$ cat config.mk
export PLATFORM = sky130hd
export DESIGN_NAME = pts_rsp_queue
export DESIGN_NICKNAME = d
export VERILOG_FILES = /design/src/design/pts_pkg.sv /design/src/design/pts_rsp_queue.sv
export SDC_FILE = /design/constraint.sdc
export NUM_CORES = 1
export LEC_CHECK = 0
export BUFFER_PORTS_ARGS = -buffer_cell sky130_fd_sc_hd__buf_2
export CAP_MARGIN = 20
export CORE_UTILIZATION = 35
export CTS_CLUSTER_DIAMETER = 100
export DETAILED_ROUTE_END_ITERATION = 6
export PLACE_DENSITY = 0.65
export SKIP_CTS_REPAIR_TIMING = 1
export SLEW_MARGIN = 10
export SYNTH_ARGS = -nofsm -noshare
export SYNTH_HDL_FRONTEND = slang
export SYNTH_SLANG_ARGS = --single-unit
$ cat constraint.sdc
create_clock -name clock -period 13.89 [get_ports clock]
set_input_delay 1.389 -clock clock [delete_from_list [all_inputs] [get_ports clock]]
set_output_delay 1.389 -clock clock [all_outputs]
set_load 0.005 [all_outputs]
$ cat src/design/pts_pkg.sv
// ----------------------------------------------------------------------------
// pts_pkg
// Types, constants and split-rule functions of the pretoken splitter.
// ----------------------------------------------------------------------------
`default_nettype none

package pts_pkg;

   localparam int PositionBits = 16;
   localparam int MaxResults   = 4;
   localparam int CpWidth      = 21;
   localparam int IdxWidth     = 16;
   localparam int CntWidth     = $clog2(MaxResults + 1);

   localparam logic [PositionBits-1:0] PosLimit = {PositionBits{1'b1}};

   typedef logic [CpWidth-1:0]      cp_type;
   typedef logic [PositionBits-1:0] pos_type;
   typedef logic [IdxWidth-1:0]     idx_type;
   typedef logic [CntWidth-1:0]     cnt_type;

   localparam cp_type ChrApos  = 21'h27;
   localparam cp_type ChrSpace = 21'h20;
   localparam cp_type ChrTab   = 21'h09;
   localparam cp_type ChrLf    = 21'h0A;
   localparam cp_type ChrVt    = 21'h0B;
   localparam cp_type ChrFf    = 21'h0C;
   localparam cp_type ChrCr    = 21'h0D;
   localparam cp_type ChrNonAscii = 21'h80;
   localparam cp_type CaseOffset  = 21'd32;
   localparam cp_type ChrUpA = 21'h41;
   localparam cp_type ChrUpZ = 21'h5A;
   localparam cp_type ChrLoA = 21'h61;
   localparam cp_type ChrLoZ = 21'h7A;
   localparam cp_type Chr0   = 21'h30;
   localparam cp_type Chr9   = 21'h39;
   localparam cp_type ChrR   = 21'h72;
   localparam cp_type ChrE   = 21'h65;
   localparam cp_type ChrV   = 21'h76;
   localparam cp_type ChrL   = 21'h6C;
   localparam cp_type ChrS   = 21'h73;
   localparam cp_type ChrT   = 21'h74;
   localparam cp_type ChrM   = 21'h6D;
   localparam cp_type ChrD   = 21'h64;

   typedef enum logic [2:0] {
      MODE_IDLE,
      MODE_LETTER,
      MODE_SYM,
      MODE_SYM_NL,
      MODE_SPACE,
      MODE_CONTR_ONE,
      MODE_APOS_WAIT
   } mode_type;

   typedef struct packed {
      cp_type   window;
      logic     fill;
      pos_type  position;
      pos_type  chunk_begin;
      pos_type  after_nl;
      mode_type mode;
      logic     has_nl;
      logic     ovf;
   } state_type;

   typedef struct packed {
      cnt_type                  cnt;
      pos_type [MaxResults-1:0] starts;
      pos_type [MaxResults-1:0] ends;
      logic                     done;
      logic                     ovf;
   } bundle_type;

   function automatic idx_type to_idx(input pos_type p);
      logic [31:0] w;
      w = 32'(p);
      return w[IdxWidth-1:0];
   endfunction

   function automatic logic is_alpha(input cp_type c);
      return (c >= ChrLoA && c <= ChrLoZ) || (c >= ChrUpA && c <= ChrUpZ) ||
             (c >= ChrNonAscii);
   endfunction

   function automatic logic is_digit(input cp_type c);
      return c >= Chr0 && c <= Chr9;
   endfunction

   function automatic logic is_ws(input cp_type c);
      return c == ChrSpace || c == ChrTab || c == ChrLf || c == ChrCr ||
             c == ChrFf || c == ChrVt;
   endfunction

   function automatic logic is_brk(input cp_type c);
      return c == ChrLf || c == ChrCr;
   endfunction

   function automatic logic is_sym(input cp_type c);
      return !is_ws(c) && !is_alpha(c) && !is_digit(c);
   endfunction

   function automatic cp_type fold(input cp_type c);
      return (c >= ChrUpA && c <= ChrUpZ) ? c + CaseOffset : c;
   endfunction

   function automatic logic long_contr(input cp_type a, input cp_type b);
      return (a == ChrR && b == ChrE) || (a == ChrV && b == ChrE) ||
             (a == ChrL && b == ChrL);
   endfunction

   function automatic void emit(inout bundle_type b, input pos_type a, input pos_type e);
      if (b.cnt < cnt_type'(MaxResults)) begin
         b.starts[b.cnt[CntWidth-2:0]] = a;
         b.ends[b.cnt[CntWidth-2:0]]   = e;
         b.cnt = b.cnt + cnt_type'(1);
      end
   endfunction

   function automatic void close_letter(inout state_type s, inout bundle_type b,
                                        input pos_type k, input logic v1,
                                        input cp_type n1);
      if (v1 && is_alpha(n1)) begin
         s.mode = MODE_LETTER;
      end else begin
         emit(b, s.chunk_begin, k + pos_type'(1));
         s.mode = MODE_IDLE;
      end
   endfunction

   function automatic void close_sym(inout state_type s, inout bundle_type b,
                                     input pos_type k, input logic v1, input cp_type n1);
      if (v1 && is_sym(n1)) begin
         s.mode = MODE_SYM;
      end else if (v1 && is_brk(n1)) begin
         s.mode = MODE_SYM_NL;
      end else begin
         emit(b, s.chunk_begin, k + pos_type'(1));
         s.mode = MODE_IDLE;
      end
   endfunction

   function automatic void close_sym_nl(inout state_type s, inout bundle_type b,
                                        input pos_type k, input logic v1,
                                        input cp_type n1);
      if (v1 && is_brk(n1)) begin
         s.mode = MODE_SYM_NL;
      end else begin
         emit(b, s.chunk_begin, k + pos_type'(1));
         s.mode = MODE_IDLE;
      end
   endfunction

   function automatic void space_end(inout state_type s, inout bundle_type b,
                                     input pos_type k, input cp_type c,
                                     input logic v1, input cp_type n1);
      pos_type e;
      pos_type r;
      e = k + pos_type'(1);
      r = s.chunk_begin;
      s.mode = MODE_IDLE;
      if (s.has_nl) begin
         emit(b, s.chunk_begin, s.after_nl);
         r = s.after_nl;
      end
      if (r < e) begin
         if (!v1) begin
            emit(b, r, e);
         end else begin
            if (e - r >= pos_type'(2)) emit(b, r, k);
            s.chunk_begin = k;
            if (is_alpha(n1)) begin
               s.mode = MODE_LETTER;
            end else if (c == ChrSpace && is_sym(n1)) begin
               s.mode = MODE_SYM;
            end else begin
               emit(b, k, e);
            end
         end
      end
   endfunction

   function automatic void absorb_space(inout state_type s, inout bundle_type b,
                                        input pos_type k, input cp_type c,
                                        input logic v1, input cp_type n1);
      if (is_brk(c)) begin
         s.has_nl   = 1'b1;
         s.after_nl = k + pos_type'(1);
      end
      if (v1 && is_ws(n1)) begin
         s.mode = MODE_SPACE;
      end else begin
         space_end(s, b, k, c, v1, n1);
      end
   endfunction

   function automatic void start_chunk(inout state_type s, inout bundle_type b,
                                       input pos_type k, input cp_type c,
                                       input logic v1, input cp_type n1);
      cp_type l;
      logic   done;
      l = fold(n1);
      done = 1'b0;
      s.chunk_begin = k;
      if (c == ChrApos && v1) begin
         if (l == ChrR || l == ChrV || l == ChrL) begin
            s.mode = MODE_APOS_WAIT;
            done = 1'b1;
         end else if (l == ChrS || l == ChrT || l == ChrM || l == ChrD) begin
            s.mode = MODE_CONTR_ONE;
            done = 1'b1;
         end
      end
      if (!done) begin
         if (is_alpha(c)) begin
            close_letter(s, b, k, v1, n1);
         end else if (!is_brk(c) && !is_digit(c) && v1 && is_alpha(n1)) begin
            s.mode = MODE_LETTER;
         end else if (is_digit(c)) begin
            emit(b, k, k + pos_type'(1));
            s.mode = MODE_IDLE;
         end else if (c == ChrSpace && v1 && is_sym(n1)) begin
            s.mode = MODE_SYM;
         end else if (is_sym(c)) begin
            close_sym(s, b, k, v1, n1);
         end else begin
            s.has_nl   = 1'b0;
            s.after_nl = k;
            absorb_space(s, b, k, c, v1, n1);
         end
      end
   endfunction

   function automatic void process(inout state_type s, inout bundle_type b,
                                   input pos_type k, input cp_type c,
                                   input logic v1, input cp_type n1);
      case (s.mode)
         MODE_CONTR_ONE: begin
            emit(b, s.chunk_begin, k + pos_type'(1));
            s.mode = MODE_IDLE;
         end
         MODE_APOS_WAIT: begin
            if (long_contr(fold(c), v1 ? fold(n1) : '0)) s.mode = MODE_CONTR_ONE;
            else close_letter(s, b, k, v1, n1);
         end
         MODE_LETTER: close_letter(s, b, k, v1, n1);
         MODE_SYM:    close_sym(s, b, k, v1, n1);
         MODE_SYM_NL: close_sym_nl(s, b, k, v1, n1);
         MODE_SPACE:  absorb_space(s, b, k, c, v1, n1);
         default:     start_chunk(s, b, k, c, v1, n1);
      endcase
   endfunction

endpackage

`default_nettype wire

$ cat src/design/pts_rsp_queue.sv
// ----------------------------------------------------------------------------
// pts_rsp_queue
// Two-deep queue of result bundles, drained one chunk per transaction.
// ----------------------------------------------------------------------------
`default_nettype none

module pts_rsp_queue
   import pts_pkg::*;
(
   input  logic       clock,
   input  logic       reset,
   input  logic       push,
   input  bundle_type push_data,
   output logic       space,
   output logic       rsp_valid,
   input  logic       rsp_ready,
   output idx_type    rsp_chunk_start,
   output idx_type    rsp_chunk_end,
   output logic       rsp_run_last,
   output logic       rsp_text_done,
   output logic       rsp_overflow
);

   localparam int SelW = CntWidth - 1;

   bundle_type      slot0_ff, slot0_in, slot1_ff, slot1_in;
   logic [1:0]      cnt_ff, cnt_in, cnt_mid;
   logic [SelW-1:0] sel_ff, sel_in;
   logic            fire, last, pop;

   assign rsp_valid = cnt_ff != 2'd0;
   assign space     = cnt_ff != 2'd2;
   assign fire      = rsp_valid && rsp_ready;
   assign last      = cnt_type'(sel_ff) == slot0_ff.cnt - cnt_type'(1);
   assign pop       = fire && last;

   assign rsp_chunk_start = to_idx(slot0_ff.starts[sel_ff]);
   assign rsp_chunk_end   = to_idx(slot0_ff.ends[sel_ff]);
   assign rsp_run_last    = last;
   assign rsp_text_done   = last && slot0_ff.done;
   assign rsp_overflow    = slot0_ff.ovf;

   always_comb begin
      slot0_in = slot0_ff;
      slot1_in = slot1_ff;
      cnt_mid  = cnt_ff;
      if (pop) begin
         slot0_in = slot1_ff;
         cnt_mid  = cnt_ff - 2'd1;
      end
      cnt_in = cnt_mid;
      if (push) begin
         if (cnt_mid == 2'd0) slot0_in = push_data;
         else slot1_in = push_data;
         cnt_in = cnt_mid + 2'd1;
      end
      if (pop) sel_in = '0;
      else if (fire) sel_in = sel_ff + SelW'(1);
      else sel_in = sel_ff;
   end

   always_ff @(posedge clock) begin
      if (reset) begin
         cnt_ff <= '0;
         sel_ff <= '0;
      end else begin
         cnt_ff <= cnt_in;
         sel_ff <= sel_in;
      end
      slot0_ff <= slot0_in;
      slot1_ff <= slot1_in;
   end

endmodule

`default_nettype wire

# ---- Yosys cells after proc, flatten, opt, wreduce, memory -nomap -nowiden
# Index checks and enable logic that the tools add are counted.
# Widths: inputs -> output; s select.
dict set report totals {
  output_inout_bits 37
  romBits 0
  reg_bits 270
  latch_bits 0
  in_bits 137
  elab_cells 48
  ramBits 0
  mem_count 0
}
dict set report op_classes {
  multipliers 0
  order_cmp 1
  mux 9
  add_sub_neg 4
  div_mod_pow 0
  bitwise_logic 1
  eq_ne 2
  n_shift 0
  reduce_logical 7
}
# op count
set op_table {}
lappend op_table {{$mux 133} 3}
lappend op_table {{$bmux 16 s2} 2}
lappend op_table {{$mux 16} 2}
lappend op_table {{$add 2x1->2 const B} 2}
lappend op_table {{$mux 2} 2}
lappend op_table {{$eq 2x3->1} 1}
lappend op_table {{$logic_and 1x1->1} 3}
lappend op_table {{$lt 2x3->1 const B} 1}
lappend op_table {{$sub 3x1->3 const B} 1}
lappend op_table {{$logic_not 2->1} 1}
lappend op_table {{$ne 2x2->1 const B} 1}
lappend op_table {{$reduce_and 2->1} 1}
lappend op_table {{$reduce_bool 2->1} 1}
lappend op_table {{$reduce_or 2->1} 1}
lappend op_table {{$sub 2x1->2 const B} 1}
lappend op_table {{$not 1->1} 1}

# ---- Logic depth before layout (Yosys ltp)
dict set report logic_depth {
  ltp_word 7
  mapped_depth 14
  ltp_nobuf 10
}

# ---- Worst setup path before layout
# Ideal clock, no wire load.
dict set report synth_timing {
  path_kind {in2reg}
  start {input port rsp_ready}
  end {register slot1_ff[0] (netlist bit) (enable)}
  setup_ps 643
  required_time_ps 13247
  path_slack_ps 4682
  cell_stages 8
  path_buffers 3
  arrival_time_ps 8565
  cell_sequence {nand2b_1 or4_1 clkbuf_1 buf_6 buf_6 xnor2_1 ha_1 nor2b_1}
}
dict set report synth_via {
  elab_chain_cells 6
}
# element line_no
set synth_rtl {}
lappend synth_rtl {{from (decl)} pts_rsp_queue.sv:16} ;# input logic rsp_ready,
lappend synth_rtl {{$logic_and 1x1->1} pts_rsp_queue.sv:33} ;# assign fire = rsp_valid && rsp_ready;
lappend synth_rtl {{$logic_and 1x1->1} pts_rsp_queue.sv:35} ;# assign pop = fire && last;
lappend synth_rtl {{$mux 2} pts_rsp_queue.sv:47} ;# if (pop) begin
lappend synth_rtl {{$logic_not 2->1} pts_rsp_queue.sv:53} ;# if (cnt_mid == 2'd0) slot0_in = push_data;
lappend synth_rtl {{$not 1->1 (no source line)} n/a}
lappend synth_rtl {{$reduce_and 2->1 (no source line)} n/a}
lappend synth_rtl {{to (signal assigned)} pts_rsp_queue.sv:71} ;# slot1_ff <= slot1_in;
lappend synth_rtl {{to (decl)} pts_rsp_queue.sv:26} ;# bundle_type slot0_ff, slot0_in, slot1_ff, slot1_in;
# No other way between the ends.
# A chain may end at the register's enable or synchronous reset.

# ---- Final worst setup path
dict set report layout_timing {
  start {input port rsp_ready}
  end {register slot1_ff[86] (netlist bit) (enable)}
}
# The elaborated chain is that of the path after synthesis.

==> metrics.txt <==
status=completed; most common cell after layout, fill and taps aside=buf_2; worst r2r src=slot0_ff[130]; initial antenna violation count=1; nets@finish=1090; share of layout cells above drive strength 1=0.2750; worst-case reg-to-reg path depth=10; Synthesized Nets=931; Buf+Inv Stages, Crit Path=3; CP dominant cell by count=buf_4; worst-skew pair later-pin latency=0.55 ns; met2 routed WL=10280 um; Critical path origin=rsp_ready; Avg Cell Area, Syn=13.32 sq um; Placed Cells incl. Taps=1308; non-filler cells, final=1362; Slew HR=0.3409; synthesized area=10520 sq um; power per cell area=222.6 nW/um^2; max cap viols=0; post-route design area=12680 sq um; routed wl met3=994 um; number of synthesized flops with an enable pin=133; Die Span X=175.4 um; Avg WL per Cell=16.01 um; Core Footprint=29640 sq um; drt total wl=21810 um; most frequent cells in the layout=173 x buf_2, 136 x nor2_1, 136 x a21oi_1, 135 x dfxtp_1; Layout Skew=0.02692 ns; Cell Chain, Critical Path=buf_2, nand2b_1, or4_4, buf_4, and2_1, nor2_1, ha_1, nor2b_4, buf_4; reg2reg end=slot1_ff[86]; WP data required=14.05 ns; hpwl dp=13290 um; Slew @ Worst Pin=0.9866 ns; Worst R2R Setup Slack=8.91 ns; CP max stage delay=0.82 ns; GR Util All Layers=0.1403; initial drt markers=355; Final Hold Fails=0; CP Depth=9; Clock Root Buffer=clkbuf_16; H-tree depth=1; remaining antenna violation count=0; grt ovf=0; IO Pins=174; Synth Instances=790; Worst Setup Path Type=in2reg; DRC=0; Die Area=30770 sq um; Post-synth ARST share=0; placed cell area=11630 sq um; CP delay by family, top=simple AND/OR/NAND/NOR gates; P_leak=5.697 nW; CTS Buffer Depth=3; Setup WS pre-CTS=8.057 ns; CTS tree=yes; Top Layer Used=met4; clock tree sinks=270; number of register bits inferred by synthesis=270; post-synth cell types=26; Fill cells=2834; Seq/Total Area, Yosys=0.6401; WL met1=10170 um; CP max-delay cell=buf_4; CP startpoint kind=primary input; synth warn=0; Area Overhead vs Synth=20.53%; gpl congestion=0.7196; Worst Setup End Kind=flip-flop; CP endpoint=slot1_ff[86]; IO Port Bufs=173; Initial Util=0.3551; Slew Viols, Final=0; Top FF cell, synth=dfxtp_1; Final setup viols=0; unrepaired setup endpoints after global routing=false; Tcrit/Tclk final=0.3732; Reg clk slew, reported paths=0.06 ns; Worst VDD drop=0.1140 mV; Tmin final=5.184 ns; vias in the first global route=6378; FMAX=192.9 MHz; HP Class=reg2reg; Final Worst Setup Slack=8.706 ns; Final TNS setup=0 ns; arrival time worst endpoint=5.34 ns; TritonCTS buffer count=28; number of cell rows=63; drt first pass iters=4; vias=6349; largest net degree at the start of global routing=117; first-pass GRT wire length=34200 um; critical path fanouts, max=54; Vias per Instance=4.662; DIE HEIGHT=175.4 um
## synth_stat cells, types with 2 or more instances
| master | n | area, sq um |
|---|---|---|
| dfxtp_1 | 137 | 2743 |
| a21oi_1 | 136 | 680.7 |
| nor2_1 | 136 | 510.5 |
| edfxtp_1 | 133 | 3994 |
| mux2i_1 | 133 | 1331 |
| clkbuf_1 | 33 | 123.9 |
| mux4_2 | 32 | 720.7 |
| buf_6 | 16 | 180.2 |
| inv_1 | 7 | 26.28 |
| ha_1 | 4 | 50.05 |
| nand2_1 | 3 | 11.26 |
| xnor2_1 | 3 | 26.28 |
| and2_1 | 2 | 12.51 |
| buf_2 | 2 | 10.01 |
| nor2b_1 | 2 | 12.51 |
## worst min path at each step
stage | start | to | slack (ns) | cells past startpoint
after floorplan | slot1_ff[0] | rsp_overflow | 0.51 | 2
after global placement | slot1_ff[30] | slot0_ff[30] | 0.51 | 2
after detailed placement | slot1_ff[61] | slot0_ff[61] | 0.53 | 2
after CTS | slot1_ff[109] | slot0_ff[109] | 0.52 | 2
after global routing | slot1_ff[109] | slot0_ff[109] | 0.55 | 2
final | slot1_ff[109] | slot0_ff[109] | 0.52 | 2
## state kept, by name (all words and copies together), names as in the netlist
name and cells:
slot1_ff 133, slot0_ff 132, rsp_overflow 1, sel_ff 2
cnt_ff 2
## cell families after synthesis
group,share of synthesized area
buf+inv,0.03341
fa+ha+maj,0.004756
compound gates,0.06622
xor+xnor,0.005469
simple gates,0.05505
mux,0.1950
flops,0.6401
## worst register-to-register path, stage by stage (launching register included)
cell and delay [ns]:
dfxtp_1 0.37, inv_1 0.06, ha_1 0.30, xnor2_1 0.19
or4_4 0.67, buf_4 0.83, and2_1 0.25, nor2_1 0.05
ha_1 0.27, nor2b_4 0.79, buf_4 0.79
## stage by stage
step	hold WS, ns	util	power, mW
2_1_floorplan	0.5061	-	1.818
3_3_place_gp	0.5135	0.3925	2.011
3_5_place_dp	0.5256	0.3925	2.035
4_1_cts	0.5188	0.4270	2.853
5_1_grt	0.5539	0.4279	2.994
6_report	0.5218	0.4280	2.823
## routing by layer
layer | GRT usage | up-vias
li1 | - | 3192
met1 | 0.1920 | 2997
met2 | 0.2264 | 128
met3 | 0.02922 | 32
met4 | 0.03587 | 0
met5 | 0 | -
## final cells by class
class | count | area [sq um] | share of cell area
timing repair buffer | 182 | 953.4 | 0.07516
sequential | 270 | 6739 | 0.5313
clock buffer | 38 | 808.3 | 0.06372
antenna | 1 | 2.502 | 0.0001973
multi-input combinational | 460 | 3455 | 0.2723
tap | 390 | 488.0 | 0.03847
clock inverter | 14 | 212.7 | 0.01677
inverter | 7 | 26.28 | 0.002071
## report_power, final
part	internal, mW	switching (mW)
sequential	1.14	0.115
combinational	0.370	0.393
clock	0.500	0.309
Note: power is estimated with default switching activity, not from simulation.
